<file path="src/design/fd16_pkg.sv">
`timescale 1ns / 1ps
// ----------------------------------------------------------------------------
// fd16_pkg
// widths, stage counts and the direction grid for facing_direction_16way
// ----------------------------------------------------------------------------
package fd16_pkg;

  localparam int CW    = 16;           // coordinate width
  localparam int SQW   = CW + 1;       // root width
  localparam int RW    = 2 * SQW;      // padded radicand width
  localparam int RMW   = SQW + 3;      // partial remainder width
  localparam int NS    = SQW + 4;      // register stages
  localparam int GRID  = 5;
  localparam int NEAR_LIMIT = 3;

  localparam logic [2:0] GRID_MID = 3'd2;

  localparam logic [3:0] DIR_TABLE [GRID][GRID] = '{
    '{4'd6, 4'd7, 4'd8, 4'd9,  4'd10},
    '{4'd5, 4'd6, 4'd8, 4'd10, 4'd11},
    '{4'd4, 4'd4, 4'd0, 4'd12, 4'd12},
    '{4'd3, 4'd2, 4'd0, 4'd14, 4'd13},
    '{4'd2, 4'd1, 4'd0, 4'd15, 4'd14}
  };

  typedef struct packed {
    logic [CW-1:0] ax;
    logic [CW-1:0] ay;
    logic          nx;
    logic          ny;
  } geo_t;

endpackage

</file>
<file path="src/design/fd16_query_if.sv">
`timescale 1ns / 1ps
// ----------------------------------------------------------------------------
// fd16_query_if
// point pair channel: source and destination coordinates
// ----------------------------------------------------------------------------
interface fd16_query_if;

  logic                           valid;
  logic                           ready;
  logic signed [fd16_pkg::CW-1:0] src_x;
  logic signed [fd16_pkg::CW-1:0] src_y;
  logic signed [fd16_pkg::CW-1:0] dst_x;
  logic signed [fd16_pkg::CW-1:0] dst_y;

  modport source (output valid, output src_x, output src_y, output dst_x,
                  output dst_y, input ready);
  modport sink (input valid, input src_x, input src_y, input dst_x,
                input dst_y, output ready);

endinterface

</file>
<file path="src/design/fd16_result_if.sv">
`timescale 1ns / 1ps
// ----------------------------------------------------------------------------
// fd16_result_if
// facing direction channel
// ----------------------------------------------------------------------------
interface fd16_result_if;

  logic       valid;
  logic       ready;
  logic [3:0] facing;

  modport source (output valid, output facing, input ready);
  modport sink (input valid, input facing, output ready);

endinterface

</file>
<file path="src/design/facing_direction_16way.sv">
`timescale 1ns / 1ps
// ----------------------------------------------------------------------------
// facing_direction_16way
// 16-way facing direction from a source point toward a destination point
// ----------------------------------------------------------------------------
// query carries src_x, src_y, dst_x, dst_y; result carries facing (0..15).
// Both are valid/ready channels; a word moves when valid and ready are high.
// The distance is an exact integer square root of dx*dx + dy*dy, one root
// bit per register stage, followed by a compare stage that picks the grid
// cell. The pipeline holds 21 stages: abs difference, squares, sum, 17 root
// stages and the output register. With no stall, one query is taken every cycle.
// Every stage keeps a valid bit; a stage loads whenever it is empty or the
// stage after it moves, so bubbles close up and a stalled result register
// still lets the earlier stages fill. While the receiver holds ready low the
// result word and facing stay put; up to 21 words sit in flight.
// Synchronous reset empties all stages; payload registers are not cleared.
// ----------------------------------------------------------------------------
module facing_direction_16way (
  input  logic          clk,
  input  logic          rst,
  fd16_query_if.sink    query,
  fd16_result_if.source result
);

  localparam int CW   = fd16_pkg::CW;
  localparam int SQW  = fd16_pkg::SQW;
  localparam int RW   = fd16_pkg::RW;
  localparam int RMW  = fd16_pkg::RMW;
  localparam int NS   = fd16_pkg::NS;

  logic [NS-1:0]      v;
  logic [NS-1:0]      rdy;

  fd16_pkg::geo_t     geo  [NS-1];
  logic [2*CW-1:0]    sq_x;
  logic [2*CW-1:0]    sq_y;
  logic [RW-1:0]      rad  [SQW+1];
  logic [RMW-1:0]     rem  [SQW+1];
  logic [SQW-1:0]     root [SQW+1];
  logic [3:0]         facing;

  // stage handshake
  assign rdy[NS-1] = !v[NS-1] || result.ready;
  for (genvar k = 0; k < NS - 1; k++) begin : g_rdy
    assign rdy[k] = !v[k] || rdy[k+1];
  end

  always_ff @(posedge clk) begin
    if (rst) begin
      v <= '0;
    end else begin
      if (rdy[0]) begin
        v[0] <= query.valid;
      end
      for (int k = 1; k < NS; k++) begin
        if (rdy[k]) begin
          v[k] <= v[k-1];
        end
      end
    end
  end

  // stage 0: absolute differences
  logic [CW:0] dx;
  logic [CW:0] dy;
  logic [CW:0] dx_neg;
  logic [CW:0] dy_neg;

  always_comb begin
    dx     = {query.src_x[CW-1], query.src_x} - {query.dst_x[CW-1], query.dst_x};
    dy     = {query.src_y[CW-1], query.src_y} - {query.dst_y[CW-1], query.dst_y};
    dx_neg = -dx;
    dy_neg = -dy;
  end

  always_ff @(posedge clk) begin
    if (rdy[0]) begin
      geo[0].nx <= dx[CW];
      geo[0].ny <= dy[CW];
      geo[0].ax <= dx[CW] ? dx_neg[CW-1:0] : dx[CW-1:0];
      geo[0].ay <= dy[CW] ? dy_neg[CW-1:0] : dy[CW-1:0];
    end
  end

  // stage 1: squares
  always_ff @(posedge clk) begin
    if (rdy[1]) begin
      geo[1] <= geo[0];
      sq_x   <= geo[0].ax * geo[0].ax;
      sq_y   <= geo[0].ay * geo[0].ay;
    end
  end

  // stage 2: sum of squares
  always_ff @(posedge clk) begin
    if (rdy[2]) begin
      geo[2]  <= geo[1];
      rad[0]  <= RW'({1'b0, sq_x} + {1'b0, sq_y});
      rem[0]  <= '0;
      root[0] <= '0;
    end
  end

  // root stages, one bit each
  for (genvar j = 1; j <= SQW; j++) begin : g_root
    logic [RMW-1:0] rsh;
    logic [RMW-1:0] trial;
    logic           take;

    always_comb begin
      rsh   = {rem[j-1][RMW-3:0], rad[j-1][RW-1:RW-2]};
      trial = {1'b0, root[j-1], 2'b01};
      take  = rsh >= trial;
    end

    always_ff @(posedge clk) begin
      if (rdy[j+2]) begin
        geo[j+2] <= geo[j+1];
        rad[j]   <= {rad[j-1][RW-3:0], 2'b00};
        rem[j]   <= take ? (rsh - trial) : rsh;
        root[j]  <= {root[j-1][SQW-2:0], take};
      end
    end
  end

  // final stage: quotient compares and grid lookup
  fd16_pkg::geo_t  gf;
  logic [SQW-1:0]  d;
  logic [SQW-1:0]  dh;
  logic [SQW:0]    axe;
  logic [SQW:0]    aye;
  logic [1:0]      qx;
  logic [1:0]      qy;
  logic [2:0]      col;
  logic [2:0]      row;
  logic [3:0]      facing_next;

  always_comb begin
    gf  = geo[NS-2];
    d   = root[SQW];
    dh  = (d > SQW'(fd16_pkg::NEAR_LIMIT)) ? (d >> 1) : d;
    axe = (SQW+1)'(gf.ax);
    aye = (SQW+1)'(gf.ay);
    if (axe >= {dh, 1'b0}) begin
      qx = 2'd2;
    end else if (axe >= {1'b0, dh}) begin
      qx = 2'd1;
    end else begin
      qx = 2'd0;
    end
    if (aye >= {dh, 1'b0}) begin
      qy = 2'd2;
    end else if (aye >= {1'b0, dh}) begin
      qy = 2'd1;
    end else begin
      qy = 2'd0;
    end
    col = gf.nx ? (fd16_pkg::GRID_MID - {1'b0, qx}) : (fd16_pkg::GRID_MID + {1'b0, qx});
    row = gf.ny ? (fd16_pkg::GRID_MID - {1'b0, qy}) : (fd16_pkg::GRID_MID + {1'b0, qy});
    facing_next = (d == '0) ? 4'd0 : fd16_pkg::DIR_TABLE[row][col];
  end

  always_ff @(posedge clk) begin
    if (rdy[NS-1]) begin
      facing <= facing_next;
    end
  end

  assign query.ready   = rdy[0];
  assign result.valid  = v[NS-1];
  assign result.facing = facing;

endmodule

</file>
<file path="src/flat_wrapper.sv">
// flat-port wrapper written by rule: the top's interface ports become plain ports
module facing_direction_16way_flat 
  (clk, rst, query_valid, query_src_x, query_src_y, query_dst_x, query_dst_y, query_ready, result_valid, result_facing, result_ready);
  fd16_query_if query_i ();
  fd16_result_if result_i ();
  input  logic clk;
  input  logic rst;
  input wire logic [$bits(query_i.valid)-1:0] query_valid;
  input wire logic [$bits(query_i.src_x)-1:0] query_src_x;
  input wire logic [$bits(query_i.src_y)-1:0] query_src_y;
  input wire logic [$bits(query_i.dst_x)-1:0] query_dst_x;
  input wire logic [$bits(query_i.dst_y)-1:0] query_dst_y;
  output wire logic [$bits(query_i.ready)-1:0] query_ready;
  output wire logic [$bits(result_i.valid)-1:0] result_valid;
  output wire logic [$bits(result_i.facing)-1:0] result_facing;
  input wire logic [$bits(result_i.ready)-1:0] result_ready;
  assign query_i.valid = query_valid;
  assign query_i.src_x = query_src_x;
  assign query_i.src_y = query_src_y;
  assign query_i.dst_x = query_dst_x;
  assign query_i.dst_y = query_dst_y;
  assign query_ready = query_i.ready;
  assign result_valid = result_i.valid;
  assign result_facing = result_i.facing;
  assign result_i.ready = result_ready;
  facing_direction_16way u_core (.clk(clk), .rst(rst), .query(query_i), .result(result_i));
endmodule
</file>
<file path="config.mk">
export PLATFORM = sky130hd
export DESIGN_NAME = facing_direction_16way_flat
export DESIGN_NICKNAME = d
export VERILOG_FILES = /design/src/design/fd16_pkg.sv /design/src/design/fd16_query_if.sv /design/src/design/fd16_result_if.sv /design/src/design/facing_direction_16way.sv /design/src/flat_wrapper.sv
export SDC_FILE = /design/constraint.sdc
export NUM_CORES = 2
export LEC_CHECK = 0
export BUFFER_PORTS_ARGS = -buffer_cell sky130_fd_sc_hd__buf_2
export CAP_MARGIN = 15
export CORE_MARGIN = 8
export CORE_UTILIZATION = 40
export DETAILED_ROUTE_END_ITERATION = 10
export GPL_TIMING_DRIVEN = 0
export PLACE_DENSITY = 0.63
export SYNTH_ARGS = -nofsm -noshare
export SYNTH_HDL_FRONTEND = slang
export SYNTH_SLANG_ARGS = --single-unit
</file>
<file path="constraint.sdc">
create_clock -name clk -period 15.3 [get_ports clk]
set_input_delay 0 -clock clk [delete_from_list [all_inputs] [get_ports clk]]
set_output_delay 0 -clock clk [all_outputs]
set_load 0.01 [all_outputs]
</file>
Word level (Yosys, flattened, before mapping):

Memories as Yosys holds them, arrays and structs flattened.
Cells that the tools add are included.

* register bits: 89
* memories kept: 5
* output and inout port bits: 6
* logic and storage cells: 197
* ROM bits: 160
* bits in writable memories: 1958
* bits of input ports: 68

* order comparisons: 24
* reductions and logical operators: 43
* muxes and demuxes: 71
* bitwise logic cells: 2
* $mul: 2
* add/sub/neg operators: 26

Memory list
* u_core.geo: depth 20, width 34, rd ports 20, clocked after memory_dff 0, wr ports 20, line facing_direction_16way.sv:34 `fd16_pkg::geo_t geo [NS-1];`
* u_core.rad: depth 18, width 34, rd ports 17, clocked after memory_dff 0, wr ports 18, line facing_direction_16way.sv:37 `logic [RW-1:0] rad [SQW+1];`
* u_core.rem: depth 18, width 20, rd ports 17, clocked after memory_dff 0, wr ports 18, line facing_direction_16way.sv:38 `logic [RMW-1:0] rem [SQW+1];`
* u_core.root: depth 18, width 17, rd ports 18, clocked after memory_dff 0, wr ports 18, line facing_direction_16way.sv:39 `logic [SQW-1:0] root [SQW+1];`
* (name not given): depth 8, width 20, rd ports 1, clocked after memory_dff 0, wr ports 0, line facing_direction_16way.sv:160 `facing_next = (d == '0) ? 4'd0 : fd16_pkg::DIR_TABLE[row][col];`

Operator list (count)
* $mux W20: 19
* $ge A20 B19 Y1: 17
* $sub A20 B19 Y20: 17
* $mul A16 B16 Y32: 2
* $mux W1: 42
* $ge A16 B18 Y1: 2
* $ge A16 B17 Y1: 2
* $sub A16 B16 Y17: 2
* $add A32 B32 Y33: 1
* $mux W16: 2
* $neg A16 Y16: 2
* $logic_not A1 Y1: 21
* $logic_or A1 B1 Y1: 21
* $gt A17 B2 Y1 const B: 1
* $logic_not A17 Y1: 1
* $mux W17: 1
* $bmux W4 S3: 1
* $ge A4 B4 Y1 const B: 2
* $mux W4: 2
* $not A3 Y4: 2
* $add A2 B2 Y3 const A: 2
* $mux W3: 2
* $sub A2 B2 Y3 const A: 2
* $mux W2: 2

Logic depth before layout (Yosys ltp):

* word-level depth: 24
* mapped depth: 25
* depth with buffers taken out: 24

Worst setup path after synthesis:

Ideal clock, no wire load.

* path type: reg2reg
* start: register u_core.v[20]
* end: memory u_core.geo[0][34] (netlist name) (enable)
* setup slack: 6.488 ns
* data arrival time: 7.681 ns
* stages on the path, launching flop included: 11
* data required time: 14.169 ns
* path buffers: 0
* period minus slack after synthesis: 8.812 ns
* setup time: 1.131 ns
* cells stage by stage: dfxtp_1 > nor2b_1 > inv_1 > nor2_1 > and2_1 > inv_1 > nor3_1 > and2_1 > nand3_1 > nor2_1 > nand3_1

RTL lines
* start: declaration: line facing_direction_16way.sv:31 `logic [NS-1:0] v;`
* start signal: indexed assignment: line facing_direction_16way.sv:57 `v[k] <= v[k-1];`
* end: declaration: line facing_direction_16way.sv:34

==> out/results.txt <==
Hold Fails Final Rpt - 0
cell row count - 158
clock latency on the worst-skew pair - 0.75 ns
CP bufs+invs - 5
max-cap violation count - 0
ANT nets after route - 0
cells after synthesis - 5549
starting DRC count in detailed routing - 2263
final WL - 129.0 mm
syn nets - 6433
CP cell instances - clkbuf_1 > clkbuf_1 > nand2_1 > fa_1 > fa_1 > inv_1 > ha_1 > inv_1 > fa_1 > inv_1 > ha_1 > fa_1 > ha_1 > and3_1 > a2111oi_1 > o21bai_1 > a221oi_1 > a311oi_1 > o41ai_1 > nand2b_1 > nand2_1 > xor2_1
Die X - 447.9 um
library cells used by synthesis - 84
Setup Viol. Count Final - 0
synthesis-stage register bit count - 1487
GPL Wtd Cong - 0.9051
max-slew violations - 0
Max Freq - 0.1248 GHz
fraction of layout cells with a size suffix above 1 - 6.387%
WS Path Type - flop to flop
HPWL Detailed - 97.30 mm
grt ovf - 0
CTS Buf Count - 143
Worst-Margin Slew - 1.171 ns
CP arrival - 8.50 ns
Synth Cell Area - 74630 sq um
initial antenna violation count - 2
Crit. path cell count - 22
initial core utilization - 40.25%
pin count of the biggest net entering global routing - 78
Main synth FF type - edfxtp_1
Post-route DRC - 0
total negative slack - 0 ns
skew final - 0.04693 ns
area grow syn2layout - 12.24%
run status - complete, no violations
post-CTS sizing - 0
clk sink count - 1487
Core ar. - 185400 sq um
clock period minus worst slack - 8.013 ns
Worst slew margin - 20.81%
vias in the first global route - 41980
nets@finish - 6703
CTS tree - yes
CP startpoint kind - flop
slowest CP cell - a2111oi_1
most frequent cells in the layout - 1466 x edfxtp_1, 808 x inv_1, 489 x ha_1
clock root cell - clkbuf_16
fill count - 16530
die area - 200700 sq um
Buffers on Ports - 73
CP Data Required Time - 15.79 ns
DR vias - 40740
Vias/cell - 4.840
global-route wire length before repair - 212.3 mm
Largest delay share family, worst path - compound AO/OA/AOI/OAI gates
crit end category - flop
cell depth of the worst hold path - 4
RSZ-0062 raised after global routing - no
number of H-tree levels - 4
Worst Path Max Fanout - 10
clock-pin slew on the worst setup and hold paths - 0.06 ns
Tcrit/Tclk final - 52.37%
most common cell after layout, fill and taps aside - edfxtp_1
crit-path max cell delay - 0.76 ns
async set or reset register ratio after synthesis - 0%
Syn. warnings - 0
register area share after synthesis - 59.55%
worst r2r path cells - 22
wire length per cell - 15.33 um
Avg Cell Area, Syn - 13.45 sq um
IO Pins - 74
hold crit path type - input port to flop
Die Span Y - 447.9 um
total track usage - 12.85%
CP most frequent cell - fa_1
CTS Buffer Depth - 3
EDFF count, synth - 1466
first drt pass iteration count - 6
worst hold slack - 0.02743 ns
## cell type report
class / count / area, sq um / share of cell area (%)
Buffer: 83 / 312.8 / 0.3734
Antenna cell: 4 / 10.01 / 0.01195
Timing Repair Buffer: 125 / 1106 / 1.320
Multi-Input combinational cell: 3161 / 26890 / 32.11
Inverter: 818 / 3090 / 3.689
Sequential cell: 1487 / 44440 / 53.06
Tap cell: 2480 / 3103 / 3.704
Clock inverter: 83 / 1039 / 1.240
Clock buffer: 177 / 3767 / 4.498
## routing by layer
metal	up-vias	GRT usage (%)	wire length (um)
li1	20090	-	-
met1	19780	15.99	55690
met2	647	22.91	65090
met3	225	2.159	4744
met4	0	3.997	3520
met5	-	0	0
## cell usage after synthesis (40+ instances only)
library cell  count  area, sq um
and2_1          102        638.1
ha_1            489         6118
xor2_1          132         1156
nor2b_1          53        331.6
nand2_1         392         1471
o21ai_0         184        920.9
fa_1            327         6546
clkbuf_1         79        296.5
nor2_1          258        968.4
a21oi_1         184        920.9
edfxtp_1       1466        44020
xnor2_1         188         1647
nor3_1           80        400.4
o21a_1           65        488.0
a21o_1           84        630.6
inv_1           816         3063
nor4_1           40        250.2
nand3_1          60        300.3
## kinds of logic (layout without fill, tap and decap cells)
kind of cell	count (synthesis)	after routing	share of synthesized area, %
DFF	1487	1487	59.55
and+or+nand+nor	1199	1199	7.799
buffers and inverters	901	1286	4.533
adders and majority gates	816	816	16.97
AOI/OAI and AO/OA	790	790	6.865
xor gates and xnor gates	320	320	3.755
muxes	35	35	0.5214
other	1	5	0.005025
## timing repair
item / CTS / global route
hold buffers: 35 / 0
buffers inserted: 0 / 0
hold endpoints to repair: 44 / 0
## stage by stage
stage               setup slack (ns)  cell area [sq um]  utilization [%]  std cells
floorplan                      6.488              74630                -       5549
global placement               2.282              78100            42.12       8102
detailed placement             7.313              78600            42.39       8119
CTS                            7.322              83750            45.17       8414
global route                   6.746              83760            45.17       8415
finish                         7.287              83760            45.17       8418
## state kept, by name, indices dropped and copies added (netlist names)
name and cells:
u_core.sq_y 31, u_core.rad 305, u_core.result.facing 4, u_core.sq_x 31, u_core.root 153, u_core.geo 678
u_core.rem 264, u_core.v 21
## path summary, 6_finish.rpt
check                                       start            endpoint  slack (ns)
worst max register to register  u_core.geo[0][22]     u_core.sq_x[30]        7.29
worst min register to register  u_core.geo[0][89]  u_core.geo[0][123]        0.39
worst max-delay path            u_core.geo[0][22]     u_core.sq_x[30]        7.29
worst min-delay path               query_src_y[2]    u_core.geo[0][4]        0.03
## tightest hold or removal path, cell delays in order
cell and delay (ns):
buf_2 0.08, ha_1 0.19, xnor2_1 0.17, xnor2_1 0.22
Power is left out: the tool's default activity adds up to more than one toggle a clock period on the data nets, which glitch-free logic cannot reach.
